### src/rtl/rsde_pkg.sv
package rsde_pkg;

	localparam int XLEN        = 32;
	localparam int REG_IDX_W   = 5;
	localparam int IN_DATA_W   = 4 * XLEN;
	localparam int OUT_FIELDS_W = 4 * XLEN + REG_IDX_W + 5;
	localparam int OUT_DATA_W  = ((OUT_FIELDS_W + 7) / 8) * 8;
	localparam int OUT_PAD_W   = OUT_DATA_W - OUT_FIELDS_W;
	localparam int OUT_USER_W  = 2;
	localparam int QUEUE_DEPTH = 2;

	localparam logic [6:0] OP_BRANCH = 7'h63;
	localparam logic [6:0] OP_JAL    = 7'h6F;
	localparam logic [6:0] OP_JALR   = 7'h67;
	localparam logic [6:0] OP_REG    = 7'h33;
	localparam logic [6:0] OP_IMM    = 7'h13;
	localparam logic [6:0] OP_LOAD   = 7'h03;
	localparam logic [6:0] OP_STORE  = 7'h23;
	localparam logic [6:0] OP_LUI    = 7'h37;
	localparam logic [6:0] OP_AUIPC  = 7'h17;

	localparam logic [2:0] F3_ADD  = 3'd0;
	localparam logic [2:0] F3_OR   = 3'd6;
	localparam logic [2:0] F3_AND  = 3'd7;
	localparam logic [2:0] F3_WORD = 3'd2;
	localparam logic [2:0] F3_BEQ  = 3'd0;
	localparam logic [2:0] F3_JALR = 3'd0;

	localparam logic [6:0] F7_BASE = 7'h00;
	localparam logic [6:0] F7_SUB  = 7'h20;
	localparam logic [6:0] F7_MUL  = 7'h01;

	localparam logic [XLEN-1:0] END_WORD = 32'hFFFF_FFFF;

	typedef enum logic [4:0] {
		K_BUBBLE,
		K_NONE,
		K_ADD,
		K_SUB,
		K_MUL,
		K_AND,
		K_OR,
		K_ADDI,
		K_ANDI,
		K_ORI,
		K_LW,
		K_SW,
		K_LUI,
		K_AUIPC,
		K_BEQ,
		K_JAL,
		K_JALR
	} op_kind_t;

	// Classified instruction handed from the decoder to the execute side.
	typedef struct packed {
		op_kind_t              kind;
		logic                  prog_end;
		logic [REG_IDX_W-1:0]  rd;
		logic [XLEN-1:0]       imm;
		logic [XLEN-1:0]       pc;
		logic [XLEN-1:0]       src1;
		logic [XLEN-1:0]       src2;
	} dec_t;

	typedef struct packed {
		logic                  bubble;
		logic                  program_end;
		logic                  rd_write;
		logic [REG_IDX_W-1:0]  dest_index;
		logic [XLEN-1:0]       write_value;
		logic                  load_request;
		logic                  store_request;
		logic [XLEN-1:0]       mem_address;
		logic [XLEN-1:0]       store_data;
		logic                  control_transfer;
		logic                  taken;
		logic [XLEN-1:0]       next_target;
	} res_t;

endpackage

### src/rtl/rsde_front.sv
module rsde_front (
	input  logic                          clk,
	input  logic                          arst_n,
	input  logic                          in_valid,
	output logic                          in_ready,
	input  logic [rsde_pkg::IN_DATA_W-1:0] in_data,
	output logic                          push_valid,
	input  logic                          push_ready,
	output rsde_pkg::dec_t                push_data
);
	import rsde_pkg::*;

	logic [XLEN-1:0] word;
	logic [6:0]      opcode;
	logic [2:0]      f3;
	logic [6:0]      f7;
	logic [XLEN-1:0] imm_i, imm_s, imm_b, imm_u, imm_j;
	op_kind_t        kind;
	logic [XLEN-1:0] imm;
	logic            valid_s1;
	dec_t            dec_s1;

	assign word   = in_data[XLEN-1:0];
	assign opcode = word[6:0];
	assign f3     = word[14:12];
	assign f7     = word[31:25];

	assign imm_i = {{20{word[31]}}, word[31:20]};
	assign imm_s = {{20{word[31]}}, word[31:25], word[11:7]};
	assign imm_b = {{19{word[31]}}, word[31], word[7], word[30:25], word[11:8], 1'b0};
	assign imm_u = {word[31:12], 12'b0};
	assign imm_j = {{11{word[31]}}, word[31], word[19:12], word[20], word[30:21], 1'b0};

	always_comb begin
		kind = K_NONE;
		case (opcode)
			OP_REG: begin
				if (f3 == F3_ADD && f7 == F7_BASE)     kind = K_ADD;
				else if (f3 == F3_ADD && f7 == F7_SUB) kind = K_SUB;
				else if (f3 == F3_ADD && f7 == F7_MUL) kind = K_MUL;
				else if (f3 == F3_AND && f7 == F7_BASE) kind = K_AND;
				else if (f3 == F3_OR && f7 == F7_BASE)  kind = K_OR;
			end
			OP_IMM: begin
				if (f3 == F3_ADD)      kind = K_ADDI;
				else if (f3 == F3_AND) kind = K_ANDI;
				else if (f3 == F3_OR)  kind = K_ORI;
			end
			OP_LOAD: begin
				if (f3 == F3_WORD) kind = K_LW;
			end
			OP_STORE: begin
				if (f3 == F3_WORD) kind = K_SW;
			end
			OP_LUI:   kind = K_LUI;
			OP_AUIPC: kind = K_AUIPC;
			OP_BRANCH: begin
				if (f3 == F3_BEQ) kind = K_BEQ;
			end
			OP_JAL: kind = K_JAL;
			OP_JALR: begin
				if (f3 == F3_JALR) kind = K_JALR;
			end
			default: kind = K_BUBBLE;
		endcase
		if (word == '0 || word == END_WORD) begin
			kind = K_BUBBLE;
		end
	end

	always_comb begin
		case (kind)
			K_ADDI, K_ANDI, K_ORI, K_LW, K_JALR: imm = imm_i;
			K_SW:                                imm = imm_s;
			K_BEQ:                               imm = imm_b;
			K_LUI, K_AUIPC:                      imm = imm_u;
			K_JAL:                               imm = imm_j;
			default:                             imm = '0;
		endcase
	end

	// The decode register advances whenever it is empty or its beat moves on.
	assign in_ready = !valid_s1 || push_ready;

	always_ff @(posedge clk or negedge arst_n) begin
		if (!arst_n) begin
			valid_s1 <= 1'b0;
		end else if (in_ready) begin
			valid_s1 <= in_valid;
		end
	end

	always_ff @(posedge clk) begin
		if (in_ready && in_valid) begin
			dec_s1.kind     <= kind;
			dec_s1.prog_end <= (word == END_WORD);
			dec_s1.rd       <= word[11:7];
			dec_s1.imm      <= imm;
			dec_s1.pc       <= in_data[2*XLEN-1:XLEN];
			dec_s1.src1     <= in_data[3*XLEN-1:2*XLEN];
			dec_s1.src2     <= in_data[4*XLEN-1:3*XLEN];
		end
	end

	assign push_valid = valid_s1;
	assign push_data  = dec_s1;

endmodule

### src/rtl/rsde_queue.sv
module rsde_queue (
	input  logic           clk,
	input  logic           arst_n,
	input  logic           push_valid,
	output logic           push_ready,
	input  rsde_pkg::dec_t push_data,
	output logic           pop_valid,
	input  logic           pop_ready,
	output rsde_pkg::dec_t pop_data
);
	import rsde_pkg::*;

	localparam int PTR_W = (QUEUE_DEPTH > 1) ? $clog2(QUEUE_DEPTH) : 1;
	localparam int CNT_W = $clog2(QUEUE_DEPTH + 1);
	localparam logic [PTR_W-1:0] LAST_PTR = PTR_W'(QUEUE_DEPTH - 1);
	localparam logic [CNT_W-1:0] FULL_CNT = CNT_W'(QUEUE_DEPTH);

	dec_t             slot_q [QUEUE_DEPTH];
	logic [PTR_W-1:0] wr_ptr_q;
	logic [PTR_W-1:0] rd_ptr_q;
	logic [CNT_W-1:0] count_q;
	logic             do_push;
	logic             do_pop;

	assign push_ready = (count_q != FULL_CNT);
	assign pop_valid  = (count_q != '0);
	assign do_push    = push_valid && push_ready;
	assign do_pop     = pop_valid && pop_ready;
	assign pop_data   = slot_q[rd_ptr_q];

	always_ff @(posedge clk or negedge arst_n) begin
		if (!arst_n) begin
			wr_ptr_q <= '0;
			rd_ptr_q <= '0;
			count_q  <= '0;
		end else begin
			if (do_push) begin
				wr_ptr_q <= (wr_ptr_q == LAST_PTR) ? '0 : wr_ptr_q + 1'b1;
			end
			if (do_pop) begin
				rd_ptr_q <= (rd_ptr_q == LAST_PTR) ? '0 : rd_ptr_q + 1'b1;
			end
			if (do_push && !do_pop) begin
				count_q <= count_q + 1'b1;
			end else if (do_pop && !do_push) begin
				count_q <= count_q - 1'b1;
			end
		end
	end

	always_ff @(posedge clk) begin
		if (do_push) begin
			slot_q[wr_ptr_q] <= push_data;
		end
	end

	assert property (@(posedge clk) disable iff (!arst_n) count_q <= FULL_CNT)
		else $error("queue holds more entries than its depth");

	assert property (@(posedge clk) disable iff (!arst_n)
		(do_push && !do_pop) |=> (count_q == $past(count_q) + 1'b1))
		else $error("queue count did not follow a lone push");

endmodule

### src/rtl/rsde_back.sv
module rsde_back (
	input  logic                             clk,
	input  logic                             arst_n,
	input  logic                             pop_valid,
	output logic                             pop_ready,
	input  rsde_pkg::dec_t                   pop_data,
	output logic                             out_valid,
	input  logic                             out_ready,
	output rsde_pkg::res_t                   out_res
);
	import rsde_pkg::*;

	logic [XLEN-1:0]   a, b, imm, pc;
	logic [XLEN-1:0]   pc4, a_imm, pc_imm;
	logic [XLEN-1:0]   product;
	logic              writes;
	res_t              res;
	logic              valid_q;
	res_t              res_q;

	assign a      = pop_data.src1;
	assign b      = pop_data.src2;
	assign imm    = pop_data.imm;
	assign pc     = pop_data.pc;
	assign pc4    = pc + XLEN'(4);
	assign a_imm  = a + imm;
	assign pc_imm = pc + imm;
	assign product = a * b;

	always_comb begin
		res = '0;
		writes = 1'b0;
		res.next_target = pc4;
		res.dest_index  = pop_data.rd;
		case (pop_data.kind)
			K_BUBBLE: begin
				res = '0;
				res.bubble      = 1'b1;
				res.program_end = pop_data.prog_end;
			end
			K_ADD:   begin writes = 1'b1; res.write_value = a + b; end
			K_SUB:   begin writes = 1'b1; res.write_value = a - b; end
			K_MUL:   begin writes = 1'b1; res.write_value = product; end
			K_AND:   begin writes = 1'b1; res.write_value = a & b; end
			K_OR:    begin writes = 1'b1; res.write_value = a | b; end
			K_ADDI:  begin writes = 1'b1; res.write_value = a_imm; end
			K_ANDI:  begin writes = 1'b1; res.write_value = a & imm; end
			K_ORI:   begin writes = 1'b1; res.write_value = a | imm; end
			K_LW: begin
				writes = 1'b1;
				res.load_request = 1'b1;
				res.mem_address  = {a_imm[XLEN-1:2], 2'b00};
			end
			K_SW: begin
				res.store_request = 1'b1;
				res.mem_address   = {a_imm[XLEN-1:2], 2'b00};
				res.store_data    = b;
			end
			K_LUI:   begin writes = 1'b1; res.write_value = imm; end
			K_AUIPC: begin writes = 1'b1; res.write_value = pc_imm; end
			K_BEQ: begin
				res.control_transfer = 1'b1;
				res.taken            = (a == b);
				res.next_target      = (a == b) ? pc_imm : pc4;
			end
			K_JAL: begin
				writes = 1'b1;
				res.write_value      = pc4;
				res.control_transfer = 1'b1;
				res.taken            = 1'b1;
				res.next_target      = pc_imm;
			end
			K_JALR: begin
				writes = 1'b1;
				res.write_value      = pc4;
				res.control_transfer = 1'b1;
				res.taken            = 1'b1;
				res.next_target      = {a_imm[XLEN-1:1], 1'b0};
			end
			default: ;
		endcase
		res.rd_write = writes && (pop_data.rd != '0);
	end

	// The output register takes a new beat while the previous one leaves.
	assign pop_ready = !valid_q || out_ready;

	always_ff @(posedge clk or negedge arst_n) begin
		if (!arst_n) begin
			valid_q <= 1'b0;
		end else if (pop_ready) begin
			valid_q <= pop_valid;
		end
	end

	always_ff @(posedge clk) begin
		if (pop_ready && pop_valid) begin
			res_q <= res;
		end
	end

	assign out_valid = valid_q;
	assign out_res   = res_q;

	assert property (@(posedge clk) disable iff (!arst_n)
		(valid_q && res_q.bubble) |-> (!res_q.rd_write && !res_q.load_request &&
			!res_q.store_request && !res_q.control_transfer))
		else $error("bubble carries an action");

	assert property (@(posedge clk) disable iff (!arst_n)
		valid_q |-> (!(res_q.load_request && res_q.store_request) &&
			(!res_q.taken || res_q.control_transfer)))
		else $error("conflicting result flags");

endmodule

### src/rtl/rv32_subset_decode_execute.sv
// Channel  Direction  Beat contents
// s_axis   in         tdata: instr_word, instr_addr, src1_value, src2_value
// m_axis   out        tdata: register write, memory request and branch outcome;
//                     tuser: bubble, program_end
//
// One beat is accepted per cycle while s_axis_tready is high; its result passes
// through the decode register, a queue entry, then the execute output register.
// A two-entry queue between decode and execute lets either side stall on its own.
// The execute stage holds one 32x32 multiplier, a few 32-bit adders and a compare.
// Reset clears only valid flags, queue pointers and count; there is no clearing pass.
module rv32_subset_decode_execute (
	input  logic                             clk,
	input  logic                             arst_n,
	input  logic                             s_axis_tvalid,
	output logic                             s_axis_tready,
	// instr_word [31:0], instr_addr [63:32], src1_value [95:64], src2_value [127:96]
	input  logic [rsde_pkg::IN_DATA_W-1:0]   s_axis_tdata,
	output logic                             m_axis_tvalid,
	input  logic                             m_axis_tready,
	// rd_write, dest_index, write_value, load_request, store_request, mem_address,
	// store_data, control_transfer, taken, next_target, zero fill
	output logic [rsde_pkg::OUT_DATA_W-1:0]  m_axis_tdata,
	// bubble, program_end
	output logic [rsde_pkg::OUT_USER_W-1:0]  m_axis_tuser
);
	import rsde_pkg::*;

	logic push_valid, push_ready, pop_valid, pop_ready;
	dec_t push_data, pop_data;
	res_t res;

	rsde_front u_front (
		.clk        (clk),
		.arst_n     (arst_n),
		.in_valid   (s_axis_tvalid),
		.in_ready   (s_axis_tready),
		.in_data    (s_axis_tdata),
		.push_valid (push_valid),
		.push_ready (push_ready),
		.push_data  (push_data)
	);

	rsde_queue u_queue (
		.clk        (clk),
		.arst_n     (arst_n),
		.push_valid (push_valid),
		.push_ready (push_ready),
		.push_data  (push_data),
		.pop_valid  (pop_valid),
		.pop_ready  (pop_ready),
		.pop_data   (pop_data)
	);

	rsde_back u_back (
		.clk       (clk),
		.arst_n    (arst_n),
		.pop_valid (pop_valid),
		.pop_ready (pop_ready),
		.pop_data  (pop_data),
		.out_valid (m_axis_tvalid),
		.out_ready (m_axis_tready),
		.out_res   (res)
	);

	assign m_axis_tdata = {
		{OUT_PAD_W{1'b0}},
		res.next_target,
		res.taken,
		res.control_transfer,
		res.store_data,
		res.mem_address,
		res.store_request,
		res.load_request,
		res.write_value,
		res.dest_index,
		res.rd_write
	};

	assign m_axis_tuser = {res.program_end, res.bubble};

endmodule
### config.mk
export PLATFORM = sky130hd
export DESIGN_NAME = rv32_subset_decode_execute
export DESIGN_NICKNAME = d
export VERILOG_FILES = /design/src/rtl/rsde_pkg.sv /design/src/rtl/rsde_front.sv /design/src/rtl/rsde_queue.sv /design/src/rtl/rsde_back.sv /design/src/rtl/rv32_subset_decode_execute.sv
export SDC_FILE = /design/constraint.sdc
export NUM_CORES = 2
export LEC_CHECK = 0
export ABC_AREA = 1
export BUFFER_PORTS_ARGS = -buffer_cell sky130_fd_sc_hd__buf_2
export CORE_MARGIN = 2
export CORE_UTILIZATION = 40
export DETAILED_ROUTE_END_ITERATION = 16
export PLACE_DENSITY_LB_ADDON = 0.12
export SYNTH_ARGS = -nofsm -noshare
export SYNTH_HDL_FRONTEND = slang
export SYNTH_SLANG_ARGS = --single-unit
### constraint.sdc
create_clock -name clk -period 9.86 [get_ports clk]
set_input_delay 0.493 -clock clk [delete_from_list [all_inputs] [get_ports clk]]
set_output_delay 0.493 -clock clk [all_outputs]
set_load 0.05 [all_outputs]
# Yosys cells after proc, flatten, opt, wreduce, memory -nomap -nowiden
# Memories as Yosys holds them, arrays and structs flattened.
# Index checks and enable logic that the tools add are counted.
[totals]
ff_bits = 285
mem_bits_rw = 278
input_bits = 132
out_inout_bits = 148
word_cells = 140
mem_count = 1
[classes]
n_addsub = 9
n_mul = 1
eq_ne = 42
n_mux = 28
bitwise_logic = 4
n_reduce_logical = 30
[mem_list]
columns = ["name", "words", "width", "read_ports", "rd_clocked_by_memory_dff", "write_ports", "line_no", "rtl"]
rows = [
  ["u_queue.slot_q", 2, 139, 1, 0, 1, "rsde_queue.sv:18", "dec_t slot_q [QUEUE_DEPTH];"],
]
[op_table]
columns = ["op", "n"]
rows = [
  ["32-bit case mux with 11 select lines", 1],
  ["32-bit case mux with 5 select lines", 1],
  ["34-bit case mux with 4 select lines", 1],
  ["32-bit adder", 3],
  ["5-bit by 4-bit == test with 1-bit output (second input constant)", 16],
  ["32-bit AND", 2],
  ["32-bit OR", 2],
  ["5-bit case mux with 9 select lines", 1],
  ["5-bit 2-to-1 mux", 8],
  ["32-bit by 3-bit adder with 32-bit output (second input constant)", 1],
  ["32-bit == test", 1],
  ["32-bit == test (second input constant)", 1],
  ["32-bit logical NOT", 1],
  ["32-bit by 32-bit multiplier with 32-bit output", 1],
  ["32-bit 2-to-1 mux", 1],
  ["32-bit subtractor", 1],
  ["7-bit by 6-bit == test with 1-bit output (second input constant)", 4],
  ["5-bit by 3-bit == test with 1-bit output (second input constant)", 5],
  ["7-bit == test (second input constant)", 3],
  ["4-bit 2-to-1 mux", 4],
  ["7-bit by 5-bit == test with 1-bit output (second input constant)", 2],
  ["13-bit OR reduction", 1],
  ["1-bit logical AND", 11],
  ["5-bit by 2-bit == test with 1-bit output (second input constant)", 2],
  ["22 further kinds", 40],
]

# Depth between registers and ports, before layout
[depth]
depth_word = 12
mapped_depth = 38
ltp_nobuf = 34

# Cells and area by module
# A second synthesis with hierarchy kept.
[unflattened]
hier_cells = 6003
hier_area_um2 = 49165.9
[modules_own_cells]
columns = ["mod", "n_inst", "cells_per_inst", "area_per_inst_um2", "seq_area_each_um2"]
rows = [
  ["rsde_back", 1, 4888, 33535.9, 4169.0],
  ["rsde_queue", 1, 755, 10356.2, 8448.1],
  ["rsde_front", 1, 353, 5225.0, 4199.0],
  ["rv32_subset_decode_execute", 1, 7, 48.8, 0.0],
]

# Worst setup path before layout
# OpenSTA, ideal clock, no wires.
[synth_path]
path_kind = "reg2reg"
startpoint = "register u_back.valid_q, in the netlist u_back.out_valid"
endpoint = "register u_queue.count_q[1]"
setup_time_ns = 0.131
arrival_ns = 8.777
required_time_ns = 9.729
path_slack_ns = 0.952
path_stages_with_launch = 9
n_path_buf = 0
path_cell_list = "dfrtp_1 -> inv_1 -> nor2_1 -> a21oi_1 -> inv_1 -> ha_1 -> a21oi_1 -> o21ai_0 -> xor2_1"
[synth_between]
elab_chain_len = 6
word_cells_on_any_way = 8
[synth_rtl]
columns = ["element", "line_no", "rtl"]
rows = [
  ["start, declared", "rsde_back.sv:18", "logic valid_q;"],
  ["start signal, assigned", "rsde_back.sv:92", "valid_q <= pop_valid;"],
  ["1-bit logical NOT (*)", "rsde_back.sv:86", "assign pop_ready = !valid_q || out_ready;"],
  ["1-bit logical OR (*)", "rsde_back.sv:86", ""],
  ["1-bit logical AND (*)", "rsde_queue.sv:28", "assign do_pop = pop_valid && pop_ready;"],
  ["net u_queue.do_pop", "rsde_queue.sv:23", "logic do_pop;"],
  ["1-bit logical NOT", "rsde_queue.sv:43", "if (do_push && !do_pop) begin"],
  ["1-bit logical AND", "rsde_queue.sv:43", ""],
  ["2-bit 2-to-1 mux / 2-bit nonzero test (equally long branches)", "n/a", ""],
  ["end signal, assigned", "rsde_queue.sv:44", "count_q <= count_q + 1'b1;"],
  ["end signal, assigned", "rsde_queue.sv:46", "count_q <= count_q - 1'b1;"],
  ["end, declared", "rsde_queue.sv:21", "logic [CNT_W-1:0] count_q;"],
]
# Mark *: on every way through the listed nets, which the timed path passes. The rest lies on a longest branch.
# A chain may end at the register's enable or synchronous reset.

==> out/metrics.cfg <==
[status]
status=finished clean

[logic_synthesis]
synth_seq_cells=561
ys.flop_type=edfxtp_1
synth_compound_area_frac=0.0932
seq_area_frac_synth=0.360
yosysWarnings=0
post-synth-top-count-cell=nand2_1
synth_adder_area_share=0.243
netlist_area_mm2=0.0467
yosysTopAreaCellShare=0.357
synth-async-reset-ratio=0.0107
netlist_instances=5286
synthTopCellsByCount=nand2_1 (1125), inv_1 (789), nor2_1 (653)
synth-edff-count=555
yosysTopAreaCell=edfxtp_1
synth_area_leaders=edfxtp_1 (36%), fa_1 (18%), nand2_1 (9.0%), ha_1 (6.7%), inv_1 (6.3%)
syn_avg_cell_area_um2=8.83
synth-simple-area-share=0.200
synth_cell_types=73
synth_top_family_by_area=adder cells
synth.area.mux_share=0.00150
synthXorXnorAreaFrac=0.0159

[worst_setup_path]
cp_common_cell=fa_1
cp.arrival_ps=9580
max_stage_delay_ps=690
end_kind=flop
r2r_slack_ps=630
critPathKind=reg2reg
required_ps=10220
critPathSlowestCell=clkinv_1
start_kind=flop
critPathMaxFanout=40

[sta]
max_freq_mhz=108
hold_viol_final=0
drv_slew=0
post-route-period-util=0.936
worstMarginPinSlew_ps=1210
rsz0062_at_grt=false
setup_viol=0
period_minus_slack_ps=9230
tns_ps=0
finalHoldWorstSlack_ps=23.9
relSlewSlack=0.186
finalClockSkew_ps=48.4

[clocking]
cts_tree=yes
cts_buffers=66
clock_latency_ps=670
cts.sinks=561
clk_pin_slew_ps=60
htree_levels=3
clockRootBuffer=clkbuf_16
clk_path_buf_depth=3

[die]
die_height_um=346
initial_utilization=0.402
ioPinCount=280
coreArea_mm2=0.116
die_x_um=346
die-area_mm2=0.119
fp-row-count=125

[grt]
grt_max_degree=88
grt_overflow_total=0
grt_usage=0.327
grt_pass1_wl_um=279000
antenna_found_initial=7
grt_pass1_vias=38616

[final_layout]
nNetsFinal=6434
fillers=11626
syn_to_final_growth_pct=13.0
final_layout_size_suffix_gt1_frac=0.111

[detailed_routing]
antenna_left=0
first_pass_iters=7
drc=0
wl_um=198000
wl_per_cell_um=27.5
drtIter0Drc=4878
vias_per_cell=5.50
route.vias.total=39681

[flow_run]
cap_violations=0

[min_path]
hold_class=in2reg

[place]
hpwlAfterDp_um=158000
gp_congestion=1.01
port_buffers=271

-- routing by layer --
layer	part of all wire	track usage
met1	0.43	0.463
met2	0.42	0.488
met3	0.093	0.0638
met4	0.052	0.144
met5	0.00017	0
-- placed cells by master, fill, tap and decap left out, types with 38 or more instances in the layout --
master         Yosys  final
or2_2             48     48
o211ai_1          38     38
a21oi_1          239    238
nand3_1          241    241
clkbuf_16          0     66
ha_1             249    249
nand4_1           40     40
o21ai_0          268    262
buf_2             31    271
fa_1             412    412
nor2_1           653    651
buf_4             13    126
dlygate4sd3_1      0     59
inv_1            789    788
nand2_1         1125   1125
edfxtp_1         555    555
xor2_1            57     57
-- per-stage QoR --
stage | setup slack (ps) | std cells | util | cell area, µm²
4_1_cts | 813 | 7212 | 0.454 | 52700
3_5_place_dp | 863 | 7038 | 0.431 | 50100
6_report | 635 | 7216 | 0.455 | 52700
5_1_grt | 382 | 7212 | 0.454 | 52700
3_3_place_gp | 809 | 7038 | 0.431 | 50100
2_1_floorplan | 952 | 5293 | - | 46700
-- worst max-delay path, delay by kind of cell, from the launching register on --
family / cells / cell delay [ps]
fa+ha+maj: 9 / 4360
simple gates: 12 / 1810
buf+inv: 4 / 1180
compound gates: 4 / 1020
flops: 1 / 500
-- final cells by class --
class | instances | area (µm²) | area share
clock inverter | 34 | 380 | 0.00721
tap | 1524 | 1910 | 0.0361
clock buffer | 81 | 1710 | 0.0324
sequential | 561 | 16800 | 0.319
antenna | 4 | 10.0 | 0.000190
multi-input combinational | 3736 | 25900 | 0.492
timing repair buffer | 457 | 2910 | 0.0552
inverter | 819 | 3080 | 0.0585
-- registers in the layout (all words and copies together), names as in the netlist --
register and count:
u_queue.wr_ptr_q 1, u_queue.count_q 2, u_queue.slot_q 278, u_back.out_valid 1
u_front.push_data 139, u_front.push_valid 1, u_queue.rd_ptr_q 1, u_back.out_res 138
-- final timing paths --
check	from	end	cells after the start
min reg2reg	u_front.push_data[15]	u_queue.slot_q[1][15]	0
min	s_axis_tdata[101]	u_front.push_data[5]	1
max reg2reg	u_queue.rd_ptr_q	u_back.out_res[124]	29
max in group asynchronous	arst_n	u_queue.rd_ptr_q	2
min in group asynchronous	arst_n	u_queue.rd_ptr_q	2
max	u_queue.rd_ptr_q	u_back.out_res[124]	29
-- cells by family after synthesis --
family / after synthesis
compound gates: 737
mux: 7
flops: 561
buf+inv: 996
fa+ha+maj: 661
simple gates: 2238
other cells: 1
xor+xnor: 85
-- timing repair --
action	4_1_cts	5_1_grt
hold endpoints to repair	64	0
hold buffers	59	0
resized for setup	0	0
buffers inserted	0	0
Power is not shown: default switching activity piles up to over one toggle a cycle in this logic, so the estimate is an artifact.
